**src/rtl/core/cpp_pkg.sv**
```systemverilog
package cpp_pkg;

  // Default width of the running byte offset.
  localparam int OFFSET_BITS_DEF = 32;

  // Constant pool tags.
  localparam logic [7:0] TAG_UTF8           = 8'd1;
  localparam logic [7:0] TAG_INTEGER        = 8'd3;
  localparam logic [7:0] TAG_FLOAT          = 8'd4;
  localparam logic [7:0] TAG_LONG           = 8'd5;
  localparam logic [7:0] TAG_DOUBLE         = 8'd6;
  localparam logic [7:0] TAG_CLASS          = 8'd7;
  localparam logic [7:0] TAG_STRING         = 8'd8;
  localparam logic [7:0] TAG_FIELDREF       = 8'd9;
  localparam logic [7:0] TAG_METHODREF      = 8'd10;
  localparam logic [7:0] TAG_IFACE_METHOD   = 8'd11;
  localparam logic [7:0] TAG_NAME_AND_TYPE  = 8'd12;
  localparam logic [7:0] TAG_METHOD_HANDLE  = 8'd15;
  localparam logic [7:0] TAG_METHOD_TYPE    = 8'd16;
  localparam logic [7:0] TAG_DYNAMIC        = 8'd17;
  localparam logic [7:0] TAG_INVOKE_DYNAMIC = 8'd18;
  localparam logic [7:0] TAG_MODULE         = 8'd19;
  localparam logic [7:0] TAG_PACKAGE        = 8'd20;

  // Result status codes.
  localparam logic [1:0] ST_OK      = 2'd0;
  localparam logic [1:0] ST_UNKNOWN = 2'd1;
  localparam logic [1:0] ST_EMPTY   = 2'd2;

  typedef struct packed {
    logic [15:0] entry_index;
    logic [7:0]  tag;
    logic [63:0] value;
    logic [15:0] ref_first;
    logic [15:0] ref_second;
    logic [15:0] text_length;
    logic [31:0] stream_offset;
    logic [1:0]  status;
    logic        pool_done;
  } cpp_result_t;

  // Payload bytes after the tag; zero for an unknown tag.
  function automatic logic [3:0] payload_len(input logic [7:0] t);
    logic [3:0] len;
    len = 4'd0;
    unique case (t)
      TAG_UTF8, TAG_CLASS, TAG_STRING, TAG_METHOD_TYPE,
      TAG_MODULE, TAG_PACKAGE:                          len = 4'd2;
      TAG_INTEGER, TAG_FLOAT:                           len = 4'd4;
      TAG_LONG, TAG_DOUBLE:                             len = 4'd8;
      TAG_FIELDREF, TAG_METHODREF, TAG_IFACE_METHOD,
      TAG_NAME_AND_TYPE, TAG_DYNAMIC, TAG_INVOKE_DYNAMIC: len = 4'd4;
      TAG_METHOD_HANDLE:                                len = 4'd3;
      default:                                          len = 4'd0;
    endcase
    return len;
  endfunction

endpackage

```
**src/rtl/core/cpp_if.sv**
```systemverilog
interface cpp_in_if;
  logic       valid;
  logic       ready;
  logic [7:0] data_byte;
  logic       pool_start;

  modport source (output valid, output data_byte, output pool_start, input ready);
  modport sink   (input valid, input data_byte, input pool_start, output ready);
endinterface

interface cpp_out_if;
  logic        valid;
  logic        ready;
  logic [15:0] entry_index;
  logic [7:0]  tag;
  logic [63:0] value;
  logic [15:0] ref_first;
  logic [15:0] ref_second;
  logic [15:0] text_length;
  logic [31:0] stream_offset;
  logic [1:0]  status;
  logic        pool_done;

  modport source (output valid, output entry_index, output tag, output value,
                  output ref_first, output ref_second, output text_length,
                  output stream_offset, output status, output pool_done,
                  input ready);
  modport sink   (input valid, input entry_index, input tag, input value,
                  input ref_first, input ref_second, input text_length,
                  input stream_offset, input status, input pool_done,
                  output ready);
endinterface

```
**src/rtl/core/cpp_parse.sv**
```systemverilog
module cpp_parse #(
  parameter int OFFSET_BITS = cpp_pkg::OFFSET_BITS_DEF
) (
  input  logic                clk,
  input  logic                rst_n,
  input  logic                accept,
  input  logic [7:0]          data_byte,
  input  logic                pool_start,
  output logic                res_valid,
  output cpp_pkg::cpp_result_t res
);
  import cpp_pkg::*;

  localparam logic [2:0] PH_IDLE     = 3'd0;
  localparam logic [2:0] PH_COUNT_LO = 3'd1;
  localparam logic [2:0] PH_TAG      = 3'd2;
  localparam logic [2:0] PH_PAYLOAD  = 3'd3;
  localparam logic [2:0] PH_TEXT     = 3'd4;

  localparam logic [OFFSET_BITS-1:0] OFS_ONE = {{(OFFSET_BITS-1){1'b0}}, 1'b1};

  logic [2:0]             phase_r, phase_nxt;
  logic [15:0]            total_r, total_nxt;
  logic [15:0]            slot_r, slot_nxt;
  logic [7:0]             tag_r, tag_nxt;
  logic [15:0]            left_r, left_nxt;
  logic [63:0]            shift_r, shift_nxt;
  logic [15:0]            first_r, first_nxt;
  logic [OFFSET_BITS-1:0] offset_r, offset_nxt;

  logic [OFFSET_BITS-1:0] offset_inc;
  logic [63:0]            shift_new;
  logic [15:0]            left_dec;
  logic [3:0]             len;
  logic                   fin;
  logic [1:0]             fin_status;
  logic [1:0]             fin_slots;
  logic [16:0]            slot_sum;

  always_comb begin
    phase_nxt  = phase_r;
    total_nxt  = total_r;
    slot_nxt   = slot_r;
    tag_nxt    = tag_r;
    left_nxt   = left_r;
    shift_nxt  = shift_r;
    first_nxt  = first_r;
    offset_nxt = offset_r;
    res        = '0;
    res_valid  = 1'b0;
    fin        = 1'b0;
    fin_status = ST_OK;
    fin_slots  = 2'd1;
    offset_inc = offset_r + OFS_ONE;
    shift_new  = {shift_r[55:0], data_byte};
    left_dec   = left_r - 16'd1;
    len        = payload_len(data_byte);
    slot_sum   = '0;

    if (accept && pool_start) begin
      // restart: drop whatever was in flight
      phase_nxt  = PH_COUNT_LO;
      total_nxt  = {data_byte, 8'd0};
      slot_nxt   = '0;
      tag_nxt    = '0;
      left_nxt   = '0;
      shift_nxt  = '0;
      first_nxt  = '0;
      offset_nxt = OFS_ONE;
    end else if (accept && phase_r != PH_IDLE) begin
      offset_nxt = offset_inc;
      unique case (phase_r)
        PH_COUNT_LO: begin
          total_nxt = {total_r[15:8], data_byte};
          if (total_nxt <= 16'd1) begin
            res_valid         = 1'b1;
            res.stream_offset = 32'(offset_inc);
            res.status        = ST_EMPTY;
            res.pool_done     = 1'b1;
            phase_nxt         = PH_IDLE;
          end else begin
            slot_nxt  = 16'd1;
            phase_nxt = PH_TAG;
          end
        end
        PH_TAG: begin
          tag_nxt   = data_byte;
          shift_nxt = '0;
          left_nxt  = {12'd0, len};
          if (len == 4'd0) begin
            fin        = 1'b1;
            fin_status = ST_UNKNOWN;
          end else begin
            phase_nxt = PH_PAYLOAD;
          end
        end
        PH_PAYLOAD: begin
          shift_nxt = shift_new;
          left_nxt  = left_dec;
          if (left_dec == 16'd0) begin
            priority if (tag_r == TAG_UTF8) begin
              first_nxt = shift_new[15:0];
              if (shift_new[15:0] != 16'd0) begin
                left_nxt  = shift_new[15:0];
                phase_nxt = PH_TEXT;
              end else begin
                fin = 1'b1;
              end
            end else if (tag_r == TAG_INTEGER || tag_r == TAG_FLOAT) begin
              res.value = {32'd0, shift_new[31:0]};
              fin       = 1'b1;
            end else if (tag_r == TAG_LONG || tag_r == TAG_DOUBLE) begin
              res.value = shift_new;
              fin_slots = 2'd2;
              fin       = 1'b1;
            end else if (tag_r == TAG_METHOD_HANDLE) begin
              res.ref_first  = {8'd0, shift_new[23:16]};
              res.ref_second = shift_new[15:0];
              fin            = 1'b1;
            end else if (payload_len(tag_r) == 4'd4) begin
              res.ref_first  = shift_new[31:16];
              res.ref_second = shift_new[15:0];
              fin            = 1'b1;
            end else begin
              res.ref_first = shift_new[15:0];
              fin           = 1'b1;
            end
          end
        end
        PH_TEXT: begin
          left_nxt = left_dec;
          if (left_dec == 16'd0) begin
            res.text_length = first_r;
            fin             = 1'b1;
          end
        end
        default: phase_nxt = PH_IDLE;
      endcase

      if (fin) begin
        slot_sum          = {1'b0, slot_r} + {15'd0, fin_slots};
        res_valid         = 1'b1;
        res.entry_index   = slot_r;
        res.tag           = tag_nxt;
        res.stream_offset = 32'(offset_inc);
        res.status        = fin_status;
        res.pool_done     = slot_sum >= {1'b0, total_r};
        phase_nxt         = res.pool_done ? PH_IDLE : PH_TAG;
        slot_nxt          = slot_sum[15:0];
      end
    end
  end

  always_ff @(posedge clk) begin
    if (!rst_n) begin
      phase_r  <= PH_IDLE;
      total_r  <= '0;
      slot_r   <= '0;
      tag_r    <= '0;
      left_r   <= '0;
      first_r  <= '0;
      offset_r <= '0;
    end else begin
      phase_r  <= phase_nxt;
      total_r  <= total_nxt;
      slot_r   <= slot_nxt;
      tag_r    <= tag_nxt;
      left_r   <= left_nxt;
      first_r  <= first_nxt;
      offset_r <= offset_nxt;
    end
  end

  always_ff @(posedge clk) begin
    shift_r <= shift_nxt;
  end

  // payload count stays within the longest fixed payload
  a_payload_left: assert property (@(posedge clk) disable iff (!rst_n)
    phase_r == PH_PAYLOAD |-> (left_r != 16'd0 && left_r <= 16'd8))
    else $error("payload byte count out of range");

  a_text_left: assert property (@(posedge clk) disable iff (!rst_n)
    phase_r == PH_TEXT |-> (left_r != 16'd0 && first_r != 16'd0))
    else $error("text skip with zero count");

  a_done_idle: assert property (@(posedge clk) disable iff (!rst_n)
    (res_valid && res.pool_done && !pool_start) |=> phase_r == PH_IDLE)
    else $error("parser not idle after last word of pool");

endmodule

```
**src/rtl/core/cpp_obuf.sv**
```systemverilog
module cpp_obuf (
  input  logic                 clk,
  input  logic                 rst_n,
  input  logic                 push,
  input  cpp_pkg::cpp_result_t push_data,
  output logic                 free,
  output logic                 out_valid,
  input  logic                 out_ready,
  output cpp_pkg::cpp_result_t out_data
);
  import cpp_pkg::*;

  logic        head_valid_r, head_valid_nxt;
  logic        skid_valid_r, skid_valid_nxt;
  cpp_result_t head_r, head_nxt;
  cpp_result_t skid_r, skid_nxt;
  logic        pop;

  assign pop       = head_valid_r && out_ready;
  assign free      = !skid_valid_r;
  assign out_valid = head_valid_r;
  assign out_data  = head_r;

  always_comb begin
    head_valid_nxt = head_valid_r;
    skid_valid_nxt = skid_valid_r;
    head_nxt       = head_r;
    skid_nxt       = skid_r;
    if (!head_valid_r || pop) begin
      if (skid_valid_r) begin
        head_nxt       = skid_r;
        head_valid_nxt = 1'b1;
        skid_valid_nxt = 1'b0;
      end else begin
        head_nxt       = push_data;
        head_valid_nxt = push;
      end
    end else if (push) begin
      skid_nxt       = push_data;
      skid_valid_nxt = 1'b1;
    end
  end

  always_ff @(posedge clk) begin
    if (!rst_n) begin
      head_valid_r <= 1'b0;
      skid_valid_r <= 1'b0;
    end else begin
      head_valid_r <= head_valid_nxt;
      skid_valid_r <= skid_valid_nxt;
    end
  end

  always_ff @(posedge clk) begin
    head_r <= head_nxt;
    skid_r <= skid_nxt;
  end

  a_skid_behind_head: assert property (@(posedge clk) disable iff (!rst_n)
    skid_valid_r |-> head_valid_r)
    else $error("skid word without head word");

  a_no_overrun: assert property (@(posedge clk) disable iff (!rst_n)
    push |-> !skid_valid_r)
    else $error("result pushed into full buffer");

endmodule

```
**src/rtl/core/class_constant_pool_parser.sv**
```systemverilog
// Channel  Dir  Handshake              Word
// in_ch    in   valid/ready, sink      data_byte[7:0], pool_start
// out_ch   out  valid/ready, source    entry_index, tag, value[63:0], ref_first,
//                                      ref_second, text_length, stream_offset,
//                                      status, pool_done
//
// One input word per cycle while in_ch.ready is high; a result word is registered
// in the result buffer from the byte that completes its entry (parser state to result register).
// The rate is set by the parser state, which steps once per accepted byte.
// Reset: synchronous, active low; parser goes idle, result buffer empties.
// out_ch stalls are absorbed by a two-word result buffer; in_ch.ready drops
// only while both words are held.
module class_constant_pool_parser #(
  parameter int OFFSET_BITS = cpp_pkg::OFFSET_BITS_DEF
) (
  input  logic     clk,
  input  logic     rst_n,
  cpp_in_if.sink   in_ch,
  cpp_out_if.source out_ch
);
  import cpp_pkg::*;

  logic        accept;
  logic        res_valid;
  logic        free;
  cpp_result_t res;
  cpp_result_t head;

  // Every byte is taken while the buffer can hold one more result word,
  // whether or not this byte ends an entry.
  assign in_ch.ready = free;
  assign accept      = in_ch.valid && free;

  // Byte parser: count, tag, payload shift, text skip, offset tracking.
  cpp_parse #(
    .OFFSET_BITS (OFFSET_BITS)
  ) u_parse (
    .clk        (clk),
    .rst_n      (rst_n),
    .accept     (accept),
    .data_byte  (in_ch.data_byte),
    .pool_start (in_ch.pool_start),
    .res_valid  (res_valid),
    .res        (res)
  );

  // Result register plus skid word.
  cpp_obuf u_obuf (
    .clk       (clk),
    .rst_n     (rst_n),
    .push      (res_valid),
    .push_data (res),
    .free      (free),
    .out_valid (out_ch.valid),
    .out_ready (out_ch.ready),
    .out_data  (head)
  );

  assign out_ch.entry_index   = head.entry_index;
  assign out_ch.tag           = head.tag;
  assign out_ch.value         = head.value;
  assign out_ch.ref_first     = head.ref_first;
  assign out_ch.ref_second    = head.ref_second;
  assign out_ch.text_length   = head.text_length;
  assign out_ch.stream_offset = head.stream_offset;
  assign out_ch.status        = head.status;
  assign out_ch.pool_done     = head.pool_done;

endmodule

```
**src/flat_wrapper.sv**
```systemverilog
// flat-port wrapper written by rule: the top's interface ports become plain ports
module class_constant_pool_parser_flat import cpp_pkg::*;
#(
  parameter int OFFSET_BITS = cpp_pkg::OFFSET_BITS_DEF
)
  (clk, rst_n, in_ch_valid, in_ch_data_byte, in_ch_pool_start, in_ch_ready, out_ch_valid, out_ch_entry_index, out_ch_tag, out_ch_value, out_ch_ref_first, out_ch_ref_second, out_ch_text_length, out_ch_stream_offset, out_ch_status, out_ch_pool_done, out_ch_ready);
  cpp_in_if in_ch_i ();
  cpp_out_if out_ch_i ();
  input  logic clk;
  input  logic rst_n;
  input wire logic [$bits(in_ch_i.valid)-1:0] in_ch_valid;
  input wire logic [$bits(in_ch_i.data_byte)-1:0] in_ch_data_byte;
  input wire logic [$bits(in_ch_i.pool_start)-1:0] in_ch_pool_start;
  output wire logic [$bits(in_ch_i.ready)-1:0] in_ch_ready;
  output wire logic [$bits(out_ch_i.valid)-1:0] out_ch_valid;
  output wire logic [$bits(out_ch_i.entry_index)-1:0] out_ch_entry_index;
  output wire logic [$bits(out_ch_i.tag)-1:0] out_ch_tag;
  output wire logic [$bits(out_ch_i.value)-1:0] out_ch_value;
  output wire logic [$bits(out_ch_i.ref_first)-1:0] out_ch_ref_first;
  output wire logic [$bits(out_ch_i.ref_second)-1:0] out_ch_ref_second;
  output wire logic [$bits(out_ch_i.text_length)-1:0] out_ch_text_length;
  output wire logic [$bits(out_ch_i.stream_offset)-1:0] out_ch_stream_offset;
  output wire logic [$bits(out_ch_i.status)-1:0] out_ch_status;
  output wire logic [$bits(out_ch_i.pool_done)-1:0] out_ch_pool_done;
  input wire logic [$bits(out_ch_i.ready)-1:0] out_ch_ready;
  assign in_ch_i.valid = in_ch_valid;
  assign in_ch_i.data_byte = in_ch_data_byte;
  assign in_ch_i.pool_start = in_ch_pool_start;
  assign in_ch_ready = in_ch_i.ready;
  assign out_ch_valid = out_ch_i.valid;
  assign out_ch_entry_index = out_ch_i.entry_index;
  assign out_ch_tag = out_ch_i.tag;
  assign out_ch_value = out_ch_i.value;
  assign out_ch_ref_first = out_ch_i.ref_first;
  assign out_ch_ref_second = out_ch_i.ref_second;
  assign out_ch_text_length = out_ch_i.text_length;
  assign out_ch_stream_offset = out_ch_i.stream_offset;
  assign out_ch_status = out_ch_i.status;
  assign out_ch_pool_done = out_ch_i.pool_done;
  assign out_ch_i.ready = out_ch_ready;
  class_constant_pool_parser #(.OFFSET_BITS(OFFSET_BITS)) u_core (.clk(clk), .rst_n(rst_n), .in_ch(in_ch_i), .out_ch(out_ch_i));
endmodule
```
**config.mk**
```make
export PLATFORM = sky130hd
export DESIGN_NAME = class_constant_pool_parser_flat
export DESIGN_NICKNAME = d
export VERILOG_FILES = /design/src/rtl/core/cpp_pkg.sv /design/src/rtl/core/cpp_if.sv /design/src/rtl/core/cpp_parse.sv /design/src/rtl/core/cpp_obuf.sv /design/src/rtl/core/class_constant_pool_parser.sv /design/src/flat_wrapper.sv
export SDC_FILE = /design/constraint.sdc
export NUM_CORES = 1
export LEC_CHECK = 0
export BUFFER_PORTS_ARGS = -buffer_cell sky130_fd_sc_hd__buf_2
export CAP_MARGIN = 20
export CORE_ASPECT_RATIO = 1.1
export CORE_MARGIN = 1.5
export CORE_UTILIZATION = 54
export CTS_CLUSTER_SIZE = 30
export DETAILED_ROUTE_END_ITERATION = 16
export PLACE_DENSITY = 0.79
export SYNTH_ARGS = -nofsm -noshare
export SYNTH_HDL_FRONTEND = slang
export SYNTH_SLANG_ARGS = --single-unit
```
**constraint.sdc**
```tcl
create_clock -name clk -period 24.1 [get_ports clk]
set_input_delay 2.41 -clock clk [delete_from_list [all_inputs] [get_ports clk]]
set_output_delay 2.41 -clock clk [all_outputs]
set_load 0.005 [all_outputs]
```
; Yosys cells after proc, flatten, opt, wreduce, memory -nomap -nowiden
; Memory sizes are Yosys's and may differ from the RTL's. A register that Yosys moved wholly into a read port is not among the register bits.
; Index checks and enable logic that the tools add are counted.
[totals]
regBits = 507
rom_bits = 256
latch_bits = 0
ram_bits = 0
wordCells = 169
mem_count = 2
[mem_list]
columns = memory, words, width, read_ports, rd_ports_with_merged_regs, wr, line_no
row1 = (name not given), 32, 4, 1, 0, 0, cpp_pkg.sv:46  ; unique case (t)
row2 = (name not given), 32, 4, 1, 1, 0, cpp_pkg.sv:46
[classes]
n_div = 0
shift = 0
n_addsub = 3
eq_ne = 22
n_reduce_logical = 29
mul = 0
n_bitwise = 2
magnitude_cmp = 2
muxes = 78
[op_table]
columns = cell, n
row1 = 2-to-1 mux 171 bit, 3
row2 = 2-to-1 mux 96 bit, 3
row3 = 2-to-1 mux 16 bit, 11
row4 = 2-to-1 mux 64 bit, 2
row5 = case mux 56 bit (2 select lines), 1
row6 = 2-to-1 mux 35 bit, 3
row7 = 2-to-1 mux 32 bit, 3
row8 = case mux 16 bit (3 select lines), 1
row9 = 2-to-1 mux 4 bit, 10
row10 = adder 32 x 1 -> 32 bit (second input constant), 1
row11 = == test 8 x 3 -> 1 bit (second input constant), 3
row12 = 2-to-1 mux 24 bit, 1
row13 = 2-to-1 mux 8 bit, 3
row14 = 2-to-1 mux 1 bit, 19
row15 = 2-to-1 mux 2 bit, 9
row16 = adder 16 x 2 -> 17 bit, 1
row17 = greater-or-equal comparator 17 x 16 -> 1 bit, 1
row18 = less-or-equal comparator 16 x 1 -> 1 bit (second input constant), 1
row19 = zero test 16 bit, 1
row20 = != test 4 bit (second input constant), 4
row21 = nonzero test 16 bit, 1
row22 = subtractor 16 x 1 -> 16 bit (second input constant), 1
row23 = 2-to-1 mux 3 bit, 5
row24 = != test 3 bit (second input constant), 5
row25 = 25 further kinds, 43

; Longest topological paths before layout
[logic_depth]
ltp_word = 21
mapped_depth = 23

; Hierarchy
; Synthesis repeated with hierarchy kept, for this count alone.
[hier_totals]
cells_unflattened = 1857
area_unflattened_um2 = 22545.4
[modules_own_cells]
columns = mod, instances, seq_area_each_um2, area_each_um2, cells_each
row1 = cpp_obuf, 1, 10309.9, 12514.5, 541
row2 = cpp_parse, 1, 3343.2, 10024.6, 1315
row3 = class_constant_pool_parser, 1, 0.0, 6.3, 1

; Least setup slack after synthesis
; No wires, ideal clock.
[synth_timing]
path_type = input-to-reg
start = input out_ch_ready
end = register u_core.u_obuf.skid_r[0] (netlist name), enable pin
slack_ns = 5.922
stages = 2
path_buffers = 0
arrival_ns = 16.336
cell_sequence = nand2b_1 > nor2_1
[synth_via]
elab_chain_cells = 4
[synth_lines]
columns = element, line_no
row1 = start: declaration, flat_wrapper.sv:25  ; input wire logic [$bits(out_ch_i.ready)-1:0] out_ch_ready;
row2 = logical AND 1 bit, cpp_obuf.sv:19  ; assign pop = head_valid_r && out_ready;
row3 = logical OR 1 bit, cpp_obuf.sv:29  ; if (!head_valid_r || pop) begin
row4 = inverter 1 bit (no line), n/a
row5 = AND reduction 2 bit (no line), n/a
row6 = end signal: assignment, cpp_obuf.sv:56  ; skid_r <= skid_nxt;
row7 = end: declaration, cpp_obuf.sv:16  ; cpp_result_t skid_r, skid_nxt;
; No other way between the ends.
; A chain may end at the register's enable or synchronous reset.

; Worst setup path after layout
[layout_timing]
start = register u_core.u_parse.left_r[0]
end = register u_core.u_obuf.head_r (netlist bit u_core.u_obuf.out_data[0]), data pin
[layout_via]
elab_chain_cells = 12
elab_cells_between_ends = 17
classes_between = add/sub: 2 / order compare: 1 / mux: 13 / reduce/logical: 1
[layout_lines]
columns = element, line_no
row1 = start: declaration, cpp_parse.sv:26  ; logic [15:0] left_r, left_nxt;
row2 = start signal: assignment, cpp_parse.sv:168  ; left_r <= left_nxt;
row3 = subtractor 16 x 1 -> 16 bit *, cpp_parse.sv:56  ; left_dec = left_r - 16'd1;
row4 = zero test 16 bit *, "cpp_parse.sv:100, cpp_parse.sv:132"
row5 = 2-to-1 mux 2 bit, cpp_parse.sv:100  ; if (left_dec == 16'd0) begin
row6 = 2-to-1 mux 2 bit, cpp_parse.sv:72  ; unique case (phase_r)
row7 = 2-to-1 mux 2 bit, cpp_parse.sv:70  ; end else if (accept && phase_r != PH_IDLE) begin
row8 = 2-to-1 mux 2 bit, cpp_parse.sv:60  ; if (accept && pool_start) begin
row9 = adder 16 x 2 -> 17 bit, cpp_parse.sv:141  ; slot_sum = {1'b0, slot_r} + {15'd0, fin_slots};
row10 = greater-or-equal comparator 17 x 16 -> 1 bit, cpp_parse.sv:147  ; res.pool_done = slot_sum >= {1'b0, total_r};
row11 = 2-to-1 mux 35 bit *, cpp_parse.sv:140  ; if (fin) begin
row12 = 2-to-1 mux 171 bit *, cpp_parse.sv:70
row13 = 2-to-1 mux 171 bit *, cpp_parse.sv:60
row14 = 2-to-1 mux 171 bit *, cpp_obuf.sv:30  ; if (skid_valid_r) begin
row15 = end signal: assignment, cpp_obuf.sv:55  ; head_r <= head_nxt;
row16 = end: declaration, cpp_obuf.sv:15  ; cpp_result_t head_r, head_nxt;
; Mark *: on every way between the ends. The rest lies on a longest branch, timed or not. The select of a mux whose other input is x is not followed.

==> results.md <==
* Status: complete, no violations
* Peak Freq at about 0.16 GHz
* First-pass GRT wire length at about 80 mm
* Crit path max fanout at 8
* Max Cap Violations at 0
* H-tree Lvls at 2
* DR iter-0 viols at between 1k and 1.5k
* Io pins at roughly 190
* Via/cell ratio at 5.80
* DR WL/cell at around 20 um
* CTS tree: yes
* Total global-route track usage at 24.3%
* Syn. warnings at 0
* Clock sinks at a little over 500
* Area leader, netlist: edfxtp_1
* Hold buffers post-CTS at 0
* Max IR drop VDD at between 0.00004 and 0.00005 V
* Routed via count at ~15k
* Placed cell count at approximately 2.5k
* Setup slack at placement at between 15 and 20 ns
* Crit-path slowest cell: or4_1
* Vert. Die Dim at approximately 210 um
* Final instance area at around 25000 um^2
* Synthesized flop and latch total at 511
* Postcts setup bufs at 0
* Min Tclk post-route at around 6.2 ns
* PortBufs at roughly 190
* Most common cell on crit path: o21ai_0
* Hold_sp: u_core.u_parse.total_r[12]
* Cell Rows at 77
* Multi-input gate area at roughly 7600 um^2
* Hold Crit Class: reg -> reg
* Aggregate global routing overflow at 0
* Hold Violations, Final at 0
* Worst path arrival time at roughly 6.5 ns
* Final ANT Viol Nets at 0
* Worst setup path startpoint: u_core.u_parse.left_r[0]
* Layout cells sized above 1 at about 15%
* WP data required at 24.39 ns
* # setup viols final at 0
* Clock Root Buffer: clkbuf_16
* Top cell type's share of synthesized area at approximately 47%
* Fin nets at around 2.1k
* Core area at 40100 um^2
* Sequential share of the synthesized area at about 62%
* Max incr delay on CP at about 0.57 ns
* Post-Route Utilization at between 60% and 70%
* Drt pass-1 iters at 5
* WHS at approximately 0.46 ns
* Number of global-route vias before repair at 14.6k
* Period utilization at between 20% and 30%
* Die Wd at 195 um
* Skew final at between 0.02 and 0.025 ns
* Mapped cell area at around 22000 um^2
* Syn_area_per_cell at around 11 um^2
* Worst reg2reg startpoint: u_core.u_parse.left_r[0]
* DRC at 0
* Fillcell total at 3202
* CTS resizes at 0
* Top_reg_cell synth: edfxtp_1
* FF/Latch Area at roughly 14000 um^2
* Worst slew pin tran at 1.15 ns
* P_leak at 10.7 nW
* Pwr/cell area at roughly 70 nW/um^2
* Rel. slew slack at between 20% and 30%
* Routed wire length at just over 50 mm
* Fraction of registers with async set/reset at 0%
* Placement Cell Area at between 20000 and 25000 um^2
* Bufs on Longest Clock Path at 3
* Worst skew pair latency at roughly 0.58 ns
* DP HPWL at 32.8 mm
* R2R Setup Slk at 17.91 ns
* Number of synthesized flops with an enable pin at 342
* Die area at between 40000 and 50000 um^2
* Clock Pin Slew Worst Setup and Hold Paths at 0.06 ns
* Syn-to-layout area delta at 12.6%
* Fin cells at around 2.6k
* Fin worst setup slack at ~18 ns
* RSZ-0062 raised after global routing: false
* Largest net degree at the start of global routing at 94
* WS Path Type: reg -> reg
* Crit end category: flop
* Routability cong. at about 0.88
* Syn_nets at around 2k
* Top cells by area, synth: edfxtp_1 (47%), dfxtp_1 (15%), a21o_1 (3.5%)
* CTS buffer count at 49
* N_diodes at 0
* Startpoint type of the worst setup path: flop
* Cells after synthesis at about 1.9k
* Fin Setup TNS at 0 ns
* Power Total at between 1.5 and 2 mW
* Initial antenna violation count at 0
* CP Cell Sequence: inv_1 > ha_1 > nor3b_2 > a21boi_1 > or4_1 > a2111o_1 > or3_1 > inv_1 > fa_1 > nand3_1 > or2_2 > nor3_1 > nand4_1 > xnor2_1 > ha_1 > o21a_1 > nand2_1 > o21ai_0 > o21ai_0 > nand4_1 > nor2_1 > o21ai_0
* Fin. max-slew vios at 0
* Synth cell types at 69
* Initial core utilization at between 50% and 60%
-- layout by cell type, fill, tap and decap left out, types with 5 or more instances in the layout --
cell         n
a211oi_1     5
a21o_1     101
a21oi_1     87
a221o_1      5
a22o_1      42
a22oi_1     26
and2_1     114
and3_1      11
buf_2      185
buf_4       23
clkbuf_1     7
clkbuf_16   49
clkinv_1    16
clkinv_2     9
dfxtp_1    168
edfxtp_1   342
ha_1        29
inv_1       36
mux2i_1     46
nand2_1    173
nand2b_1     7
nand3_1     70
nand4_1     20
nor2_1     186
nor2b_1      8
nor3_1      36
nor4_1       9
o211ai_1    12
o21ai_0     68
or2_2        5
or3_1       15
or4_1        5
xnor2_1     38
xor2_1      42
-- report_power, final --
| group | switching (mW) | internal (mW) |
|---|---|---|
| Clock | 0.318 | 0.403 |
| Combinational | 0.0315 | 0.0114 |
| Sequential | 0.00220 | 0.925 |
-- critical path, delay by kind of cell (launching register included) --
kind / cells / cell delay (ns)
adders and majority gates: 3 / 0.78
buffers and inverters: 2 / 0.26
and+or+nand+nor: 10 / 2.96
xor gates and xnor gates: 1 / 0.26
DFF: 1 / 0.37
AOI/OAI and AO/OA: 6 / 1.28
-- per-layer routing --
metal / up-vias / global-route usage, % / share of wire, %
met5: - / 0 / 0
met4: 0 / 7.42 / 2.4
met3: 88 / 3.70 / 5.6
met2: 482 / 40.3 / 49
met1: 7339 / 33.2 / 43
li1: 7141 / - / -
-- sequential cells by signal (all words and copies together), names as in the netlist, named ones only --
signal                      count
u_core.u_obuf.out_data        171
u_core.u_parse.phase_r          3
u_core.u_parse.first_r         16
u_core.u_obuf.out_valid         1
u_core.u_parse.total_r         16
u_core.u_obuf.skid_r          171
u_core.u_parse.slot_r          16
u_core.u_parse.offset_r        32
u_core.u_parse.shift_r         56
u_core.u_obuf.skid_valid_r      1
u_core.u_parse.left_r          16
u_core.u_parse.tag_r            8
-- logic make-up after synthesis --
kind of cell,share of synthesized area [%]
AOI/OAI and AO/OA,11.8
xor gates and xnor gates,3.21
adders and majority gates,1.75
buffers and inverters,3.18
DFF,62.5
muxes,2.11
and+or+nand+nor,15.5
-- layout make-up --
cell class,instances,share of cell area (%)
inverters,36,0.549
repair buffers,208,4.46
clock buffers,59,5.26
well taps,513,2.61
multi-input cells,1237,30.8
flip-flops and latches,511,55.5
clock inverters,32,0.834
-- cells in the mapped netlist (11+ instances only) --
| master | count |
|---|---|
| nor4_1 | 12 |
| nor3_1 | 37 |
| a22oi_1 | 26 |
| a22o_1 | 42 |
| o211ai_1 | 12 |
| clkbuf_1 | 116 |
| xor2_1 | 42 |
| nand3_1 | 70 |
| a21o_1 | 101 |
| ha_1 | 29 |
| nand2_1 | 175 |
| xnor2_1 | 38 |
| a21oi_1 | 88 |
| inv_1 | 36 |
| edfxtp_1 | 342 |
| or3_1 | 15 |
| mux2i_1 | 46 |
| nor2_1 | 191 |
| and3_1 | 11 |
| nand4_1 | 20 |
| and2_1 | 115 |
| dfxtp_1 | 169 |
| o21ai_0 | 69 |
-- worst paths after layout --
path                                 to  cells past startpoint
max           u_core.u_obuf.out_data[0]                     22
min reg2reg  u_core.u_parse.total_r[12]                      2
max reg2reg   u_core.u_obuf.out_data[0]                     22
min          u_core.u_parse.total_r[12]                      2
(Power assumes the default switching activity.)
